$ cat config.mk
export PLATFORM = sky130hd
export DESIGN_NAME = serial_command_frame_parser
export DESIGN_NICKNAME = d
export VERILOG_FILES = /design/src/rtl/scfp_pkg.sv /design/src/rtl/serial_command_frame_parser.sv /design/src/rtl/scfp_input_stage.sv /design/src/rtl/scfp_assembler.sv /design/src/rtl/scfp_decoder.sv
export SDC_FILE = /design/constraint.sdc
export NUM_CORES = 1
export LEC_CHECK = 0
export BUFFER_PORTS_ARGS = -buffer_cell sky130_fd_sc_hd__buf_2
export CAP_MARGIN = 10
export CORE_MARGIN = 3
export CORE_UTILIZATION = 50
export DETAILED_ROUTE_END_ITERATION = 6
export HOLD_SLACK_MARGIN = 0.1
export PLACE_DENSITY_LB_ADDON = 0.08
export SLEW_MARGIN = 20
export SYNTH_ARGS = -nofsm -noshare
export SYNTH_HDL_FRONTEND = slang
export SYNTH_SLANG_ARGS = --single-unit
export TNS_END_PERCENT = 10
$ cat constraint.sdc
create_clock -name clk -period 31.8 [get_ports clk]
set_input_delay 3.18 -clock clk [delete_from_list [all_inputs] [get_ports clk]]
set_output_delay 3.18 -clock clk [all_outputs]
set_load 0.02 [all_outputs]
$ cat src/rtl/scfp_pkg.sv
`default_nettype none
// ----------------------------------------------------------------------------
// scfp_pkg: shared types and constants of the serial command frame parser
// Word formats, frame limits, command codes and field positions.
// ----------------------------------------------------------------------------
package scfp_pkg;

    // frame limits
    localparam int MAX_FRAME = 20;
    localparam int IDX_W     = $clog2(MAX_FRAME + 1);
    localparam int POS_W     = $clog2(MAX_FRAME);
    // decode looks at positions up to 15, so the view is at least that long
    localparam int VIEW_LEN  = (MAX_FRAME > 16) ? MAX_FRAME : 16;

    localparam logic [7:0] SYNC_BYTE      = 8'h7e;
    localparam logic [7:0] CMD_SEND       = 8'd2;
    localparam logic [7:0] CMD_FILTER     = 8'd3;
    localparam logic [7:0] MIN_FRAME_LEN  = 8'd3;
    localparam logic [7:0] MIN_SEND_LEN   = 8'd9;
    localparam logic [7:0] MAX_DATA_LEN   = 8'd17;
    localparam logic [7:0] MIN_FILTER_LEN = 8'd12;

    // frame positions
    localparam int POS_SYNC   = 0;
    localparam int POS_LEN    = 1;
    localparam int POS_CMD    = 2;
    localparam int POS_REMOTE = 3;
    localparam int POS_IDENT  = 4;
    localparam int POS_DATA   = 8;
    localparam int POS_MASK   = 3;
    localparam int POS_FILTER = 7;

    // input word kinds
    localparam logic KIND_BYTE    = 1'b0;
    localparam logic KIND_TIMEOUT = 1'b1;

    // result actions
    localparam logic ACT_SEND   = 1'b0;
    localparam logic ACT_FILTER = 1'b1;

    typedef enum logic [1:0] {
        PH_HUNT,
        PH_LEN,
        PH_BODY
    } phase_t;

    typedef struct packed {
        logic       kind;
        logic [7:0] rx_byte;
    } item_t;

    typedef struct packed {
        logic        action;
        logic        remote;
        logic [31:0] ident;
        logic [3:0]  dlc;
        logic [63:0] payload;
        logic [31:0] filter_word;
        logic [31:0] mask_word;
    } result_t;

    // assembled frame as seen on the cycle of its last byte
    typedef struct packed {
        logic [7:0]                len;
        logic [VIEW_LEN-1:0][7:0]  bytes;
    } frame_t;

endpackage
`default_nettype wire

$ cat src/rtl/serial_command_frame_parser.sv
`default_nettype none
// ----------------------------------------------------------------------------
// serial_command_frame_parser: serial command frame parser, top level
// Input register, frame assembly, decode and result register.
// ----------------------------------------------------------------------------
// Each input word is a received serial byte or a timeout. The parser hunts for
// the 0x7E sync byte, takes the length byte and gathers the rest of the frame;
// on its last byte a send (command 2) or filter (command 3) result is issued,
// anything else is dropped and a timeout restarts the hunt. One word is taken
// every clock cycle unless a stalled result holds it back; the word that ends a
// frame passes through the input register, then through the single assembly
// and decode pass into the result register. A stalled result blocks only words
// that would end a frame with a result; other words keep flowing.
// ----------------------------------------------------------------------------
module serial_command_frame_parser
(
    input  wire logic            clk,
    input  wire logic            rst_n,
    input  wire logic            item_valid,
    output logic                 item_stall,
    input  wire scfp_pkg::item_t item,
    output logic                 result_valid,
    input  wire logic            result_stall,
    output scfp_pkg::result_t    result
);

    logic               held_valid;
    scfp_pkg::item_t    held;
    logic               advance;
    logic               frame_done;
    scfp_pkg::frame_t   frame;
    logic               frame_ok;
    scfp_pkg::result_t  decoded;
    logic               produce;
    logic               res_valid_reg;
    logic               res_valid_next;
    scfp_pkg::result_t  res_reg;

    scfp_input_stage u_input
    (
        .clk        (clk),
        .rst_n      (rst_n),
        .item_valid (item_valid),
        .item_stall (item_stall),
        .item       (item),
        .advance    (advance),
        .held_valid (held_valid),
        .held       (held)
    );

    scfp_assembler u_assembler
    (
        .clk        (clk),
        .rst_n      (rst_n),
        .advance    (advance),
        .held       (held),
        .frame_done (frame_done),
        .frame      (frame)
    );

    scfp_decoder u_decoder
    (
        .frame    (frame),
        .frame_ok (frame_ok),
        .result   (decoded)
    );

    // a word moves on unless it ends a frame with a result and the result slot is blocked
    assign produce = frame_done && frame_ok;
    assign advance = held_valid &&
                     (!res_valid_reg || !result_stall || !produce);

    // result register
    always_comb
    begin
        res_valid_next = res_valid_reg;
        if (advance && produce)
        begin
            res_valid_next = 1'b1;
        end
        else if (!result_stall)
        begin
            res_valid_next = 1'b0;
        end
    end

    always_ff @(posedge clk or negedge rst_n)
    begin
        if (!rst_n)
        begin
            res_valid_reg <= 1'b0;
        end
        else
        begin
            res_valid_reg <= res_valid_next;
        end
    end

    always_ff @(posedge clk)
    begin
        if (advance && produce)
        begin
            res_reg <= decoded;
        end
    end

    assign result_valid = res_valid_reg;
    assign result       = res_reg;

`ifndef NO_ASSERTIONS
    // a decoded frame always lands in the result register
    assert property (@(posedge clk) disable iff (!rst_n)
        (advance && produce) |=> result_valid)
    else $error("decoded frame did not reach the result register");

    // the input side stalls only while it holds a word
    assert property (@(posedge clk) disable iff (!rst_n)
        item_stall |-> held_valid)
    else $error("input stalled with no held word");

    // a taken result with nothing new behind it empties the slot
    assert property (@(posedge clk) disable iff (!rst_n)
        (result_valid && !result_stall && !(advance && produce)) |=> !result_valid)
    else $error("result repeated after it was taken");

    // a new result never overwrites one still waiting
    assert property (@(posedge clk) disable iff (!rst_n)
        (result_valid && result_stall) |-> !(advance && produce))
    else $error("waiting result overwritten");
`endif

endmodule
`default_nettype wire

$ cat src/rtl/scfp_input_stage.sv
`default_nettype none
// ----------------------------------------------------------------------------
// scfp_input_stage: input register
// Holds one incoming word until the assembler consumes it.
// ----------------------------------------------------------------------------
module scfp_input_stage
(
    input  wire logic            clk,
    input  wire logic            rst_n,
    input  wire logic            item_valid,
    output logic                 item_stall,
    input  wire scfp_pkg::item_t item,
    input  wire logic            advance,
    output logic                 held_valid,
    output scfp_pkg::item_t      held
);

    logic            valid_reg;
    logic            valid_next;
    scfp_pkg::item_t data_reg;
    logic            load;

    // stall only while a held word cannot move on
    assign item_stall = valid_reg && !advance;
    assign load       = item_valid && !item_stall;

    always_comb
    begin
        valid_next = valid_reg;
        if (load)
        begin
            valid_next = 1'b1;
        end
        else if (advance)
        begin
            valid_next = 1'b0;
        end
    end

    always_ff @(posedge clk or negedge rst_n)
    begin
        if (!rst_n)
        begin
            valid_reg <= 1'b0;
        end
        else
        begin
            valid_reg <= valid_next;
        end
    end

    always_ff @(posedge clk)
    begin
        if (load)
        begin
            data_reg <= item;
        end
    end

    assign held_valid = valid_reg;
    assign held       = data_reg;

endmodule
`default_nettype wire

$ cat src/rtl/scfp_assembler.sv
`default_nettype none
// ----------------------------------------------------------------------------
// scfp_assembler: sync hunt and frame gathering
// Tracks the frame phase, stores frame bytes and flags the last byte.
// ----------------------------------------------------------------------------
module scfp_assembler
(
    input  wire logic            clk,
    input  wire logic            rst_n,
    input  wire logic            advance,
    input  wire scfp_pkg::item_t held,
    output logic                 frame_done,
    output scfp_pkg::frame_t     frame
);

    scfp_pkg::phase_t              phase_reg;
    scfp_pkg::phase_t              phase_next;
    logic [7:0]                    len_reg;
    logic [7:0]                    len_next;
    logic [scfp_pkg::IDX_W-1:0]    idx_reg;
    logic [scfp_pkg::IDX_W-1:0]    idx_next;
    logic [scfp_pkg::IDX_W-1:0]    idx_inc;
    logic [7:0]                    store_reg [scfp_pkg::MAX_FRAME];
    logic                          wr_en;
    logic [scfp_pkg::POS_W-1:0]    wr_pos;
    logic                          done;

    assign idx_inc = idx_reg + scfp_pkg::IDX_W'(1);

    // next phase, store write and end-of-frame flag
    always_comb
    begin
        phase_next = phase_reg;
        len_next   = len_reg;
        idx_next   = idx_reg;
        wr_en      = 1'b0;
        wr_pos     = '0;
        done       = 1'b0;
        if (held.kind == scfp_pkg::KIND_TIMEOUT)
        begin
            phase_next = scfp_pkg::PH_HUNT;
            idx_next   = '0;
        end
        else
        begin
            case (phase_reg)
                scfp_pkg::PH_HUNT:
                begin
                    if (held.rx_byte == scfp_pkg::SYNC_BYTE)
                    begin
                        wr_en      = 1'b1;
                        wr_pos     = scfp_pkg::POS_W'(scfp_pkg::POS_SYNC);
                        phase_next = scfp_pkg::PH_LEN;
                    end
                end
                scfp_pkg::PH_LEN:
                begin
                    wr_en    = 1'b1;
                    wr_pos   = scfp_pkg::POS_W'(scfp_pkg::POS_LEN);
                    len_next = held.rx_byte;
                    if ((held.rx_byte > 8'(scfp_pkg::MAX_FRAME)) ||
                        (held.rx_byte < scfp_pkg::MIN_FRAME_LEN))
                    begin
                        phase_next = scfp_pkg::PH_HUNT;
                        idx_next   = '0;
                    end
                    else
                    begin
                        phase_next = scfp_pkg::PH_BODY;
                        idx_next   = scfp_pkg::IDX_W'(scfp_pkg::POS_CMD);
                    end
                end
                scfp_pkg::PH_BODY:
                begin
                    if ((8'(idx_reg) < len_reg) &&
                        (idx_reg < scfp_pkg::IDX_W'(scfp_pkg::MAX_FRAME)))
                    begin
                        wr_en    = 1'b1;
                        wr_pos   = idx_reg[scfp_pkg::POS_W-1:0];
                        idx_next = idx_inc;
                        if (8'(idx_inc) >= len_reg)
                        begin
                            done       = 1'b1;
                            phase_next = scfp_pkg::PH_HUNT;
                            idx_next   = '0;
                        end
                    end
                    else
                    begin
                        phase_next = scfp_pkg::PH_HUNT;
                        idx_next   = '0;
                    end
                end
                default:
                begin
                    phase_next = scfp_pkg::PH_HUNT;
                    idx_next   = '0;
                end
            endcase
        end
    end

    always_ff @(posedge clk or negedge rst_n)
    begin
        if (!rst_n)
        begin
            phase_reg <= scfp_pkg::PH_HUNT;
            len_reg   <= '0;
            idx_reg   <= '0;
        end
        else if (advance)
        begin
            phase_reg <= phase_next;
            len_reg   <= len_next;
            idx_reg   <= idx_next;
        end
    end

    // frame byte store
    always_ff @(posedge clk)
    begin
        if (advance && wr_en)
        begin
            store_reg[wr_pos] <= held.rx_byte;
        end
    end

    // stored bytes with the byte now arriving laid over its slot
    always_comb
    begin
        frame.len   = len_reg;
        frame.bytes = '0;
        for (int k = 0; k < scfp_pkg::MAX_FRAME; k++)
        begin
            if (wr_en && (wr_pos == scfp_pkg::POS_W'(k)))
            begin
                frame.bytes[k] = held.rx_byte;
            end
            else
            begin
                frame.bytes[k] = store_reg[k];
            end
        end
    end

    assign frame_done = done && (held.kind == scfp_pkg::KIND_BYTE);

endmodule
`default_nettype wire

$ cat src/rtl/scfp_decoder.sv
`default_nettype none
// ----------------------------------------------------------------------------
// scfp_decoder: command decode
// Judges a complete frame and builds the transmit or filter result.
// ----------------------------------------------------------------------------
module scfp_decoder
(
    input  wire scfp_pkg::frame_t frame,
    output logic                  frame_ok,
    output scfp_pkg::result_t     result
);

    logic [7:0] cmd;
    logic [3:0] n;

    assign cmd = frame.bytes[scfp_pkg::POS_CMD];
    // data byte count, meaningful only for lengths 9 to 17
    assign n   = 4'(frame.len - scfp_pkg::MIN_SEND_LEN);

    always_comb
    begin
        frame_ok = 1'b0;
        result   = '0;
        case (cmd)
            scfp_pkg::CMD_SEND:
            begin
                if (frame.len >= scfp_pkg::MIN_SEND_LEN)
                begin
                    result.action = scfp_pkg::ACT_SEND;
                    result.ident  = {frame.bytes[scfp_pkg::POS_IDENT + 3],
                                     frame.bytes[scfp_pkg::POS_IDENT + 2],
                                     frame.bytes[scfp_pkg::POS_IDENT + 1],
                                     frame.bytes[scfp_pkg::POS_IDENT]};
                    if (frame.bytes[scfp_pkg::POS_REMOTE] == 8'd0)
                    begin
                        // data frame: length capped at eight data bytes
                        if (frame.len <= scfp_pkg::MAX_DATA_LEN)
                        begin
                            frame_ok   = 1'b1;
                            result.dlc = n;
                            for (int k = 0; k < 8; k++)
                            begin
                                if (4'(k) < n)
                                begin
                                    result.payload[8*k +: 8] =
                                        frame.bytes[scfp_pkg::POS_DATA + k];
                                end
                            end
                        end
                    end
                    else
                    begin
                        frame_ok      = 1'b1;
                        result.remote = 1'b1;
                    end
                end
            end
            scfp_pkg::CMD_FILTER:
            begin
                if (frame.len >= scfp_pkg::MIN_FILTER_LEN)
                begin
                    frame_ok           = 1'b1;
                    result.action      = scfp_pkg::ACT_FILTER;
                    result.filter_word = {frame.bytes[scfp_pkg::POS_FILTER + 3][4:0],
                                          frame.bytes[scfp_pkg::POS_FILTER + 2],
                                          frame.bytes[scfp_pkg::POS_FILTER + 1],
                                          frame.bytes[scfp_pkg::POS_FILTER],
                                          3'b000};
                    result.mask_word   = {frame.bytes[scfp_pkg::POS_MASK + 3][4:0],
                                          frame.bytes[scfp_pkg::POS_MASK + 2],
                                          frame.bytes[scfp_pkg::POS_MASK + 1],
                                          frame.bytes[scfp_pkg::POS_MASK],
                                          3'b000};
                end
            end
            default:
            begin
                frame_ok = 1'b0;
            end
        endcase
    end

endmodule
`default_nettype wire

==> metrics <==
Die H=159 um; Max Fclk=0.141 GHz; first drt pass iteration count=5; CP max stage delay=540 ps; Final Non-Filler Cells=1,292; Synth async-reset ratio=0.0570; crit end category=output pin; Post-CTS Setup Bufs=0; R2R Path Start=u_assembler.len_reg[3]$_DFFE_PN0P_; total leakage power=5.30 nW; Synth-to-Final Area Change=20.0%; status=completed; Clk pin slew, worst setup/hold paths=60 ps; post-synthesis register bit count=298; Top cell by count, worst path=inv_1; Post-Route Setup TNS=0 ps; actual slew at the worst max-slew pin=1010 ps; fin crit period=7070 ps; Remaining DRCs=0; share of layout cells above drive strength 1=0.259; Syn Area/Cell=15.3 um^2; ys flop type=edfxtp_1; die width=159 um; setup violators final=0; largest area contributor in the netlist=edfxtp_1; PostCTS Resize Cnt=0; Layout Skew=5.76 ps; DP HPWL=15,600 um; Core Area=22,800 um^2; Synth top area share=0.722; number of synthesized flops with an enable pin=281; Crit path arrival time=3890 ps; vias in the first global route=6,803; antenna violations before repair=0; pwr dens=61.8 nW/um^2; final hold slack=493 ps; critical-path cell list=inv_1 -> ha_1 -> nor2b_1 -> o211ai_1 -> a21oi_1 -> nor4_1 -> o21ai_4 -> buf_4 -> inv_2 -> a211oi_2 -> nor2_1 -> nand4_1 -> inv_1 -> buf_2; Nets=987; R2R depth=12; gp weighted congestion=0.893; clock latency on the worst-skew pair=540 ps; per-cell routed wire length=18.9 um; H-Tree Depth=1; PnR worst setup slack=24,730 ps; critical path class=flip-flop to output pin; post-route total power=0.868 mW; Synth area leaders=edfxtp_1 (72%), mux2i_1 (5.6%), nor2_1 (4.8%); IO Port Bufs=174; Critical-path top delay cell=dfrtp_1; number of fill cells=1,741; dpl ws=24,960 ps; Worst EP required=28,620 ps; routed wire length=24,400 um; Slew Viols, Final=0; Mapped Area=11,700 um^2; DR vias=6,653; first-pass GRT wire length=37,900 um; Synth top cells by count=edfxtp_1 (281), nor2_1 (149), mux2i_1 (65); Max FO, Critical Path=59; Max-Cap Viols=0; RSZ-0062 raised after global routing=no; clk root buf=clkbuf_16; largest net degree at the start of global routing=74; cts hold-fix bufs=0; cell count after placement=1,236; io pins=181; Unique masters post-synth=55; row count=55; Synth Warn #=0; CTS buffer count=30; DR iter-0 viols=385; Peak supply drop=0.0000432 V; clk buf depth=3; Final period util=0.222; GRT Util Overall=0.188; total grt overflow=0; die area=25,300 um^2; Mapped Cells=762; Critical Path Start Type=flip-flop; max FFs per register=160; Post-DRT Antenna Nets=0; Vias/cell=5.15; worst hold-check path type=flip-flop to flip-flop; Worst setup startpoint=u_assembler.idx_reg[0]$_DFFE_PN0P_; Max-slew headroom=0.325; hold_sp=u_assembler.len_reg[4]$_DFFE_PN0P_; most common cell in the netlist=edfxtp_1; CTS tree=built; Initial Utilization=0.513; Final Hold Fails=0; Hold Crit Depth=1; sequential share of the synthesized area=0.758; clock sink total=298
## report_power, final
part	leakage, nW	switching [mW]	total [mW]	internal, mW
sequential	2.75	0.00632	0.440	0.433
combinational	2.03	0.0392	0.0595	0.0203
clock	0.517	0.142	0.368	0.226
## final cells by class
| cell class | count | area [um^2] | share of cell area |
|---|---|---|---|
| sequential | 298 | 8860 | 0.632 |
| multi-input combinational | 418 | 2670 | 0.190 |
| timing repair buffer | 190 | 991 | 0.0706 |
| clock buffer | 34 | 787 | 0.0561 |
| tap | 313 | 392 | 0.0279 |
| clock inverter | 21 | 264 | 0.0188 |
| inverter | 17 | 63.8 | 0.00455 |
| antenna | 1 | 2.50 | 0.000178 |
## final timing paths
kind | to | slack [ps]
min in group asynchronous | u_assembler.phase_reg[1]$_DFFE_PN0P_ | 2570
worst max register to register | result[91]$_SDFFCE_PN0P_ | 27130
max in group asynchronous | u_assembler.len_reg[3]$_DFFE_PN0P_ | 28940
worst min-delay path | u_assembler.len_reg[4]$_DFFE_PN0P_ | 490
worst max-delay path | item_stall | 24730
worst min register to register | u_assembler.len_reg[4]$_DFFE_PN0P_ | 490
## per-layer routing
layer	GRT usage	share of wire
met1	0.258	0.44
met2	0.311	0.48
met3	0.0342	0.060
met4	0.0569	0.023
met5	0	0
## stage by stage
stage / util / area, um^2
final: 0.616 / 14000
after global placement: 0.569 / 13000
after detailed placement: 0.569 / 13000
after floorplan: - / 11700
after global routing: 0.616 / 14000
after CTS: 0.615 / 14000
## critical path: cells and delay by family, from the launching register on
family	cells	cell delay, ps
AND/OR/NAND/NOR	4	560
AO/OA/AOI/OAI	4	1170
adder cells (fa/ha/maj)	1	200
flip-flops	1	540
buffers and inverters	5	870
## cell usage in the layout (no fill, tap or decap), types with 17 or more instances in the layout
cell       count
mux2i_1       65
dfrtp_1       17
nand2_1       20
clkbuf_16     31
buf_2        174
nor2_1       149
and2_1        45
ha_1          19
edfxtp_1     281
## cell families after synthesis
| kind of cell | synth area share |
|---|---|
| buffers and inverters | 0.0185 |
| xor gates and xnor gates | 0.00449 |
| muxes | 0.0634 |
| DFF | 0.758 |
| adders and majority gates | 0.0203 |
| and+or+nand+nor | 0.109 |
| AOI/OAI and AO/OA | 0.0260 |
| other | 0.000321 |
Note: power is estimated with default switching activity, not from simulation.
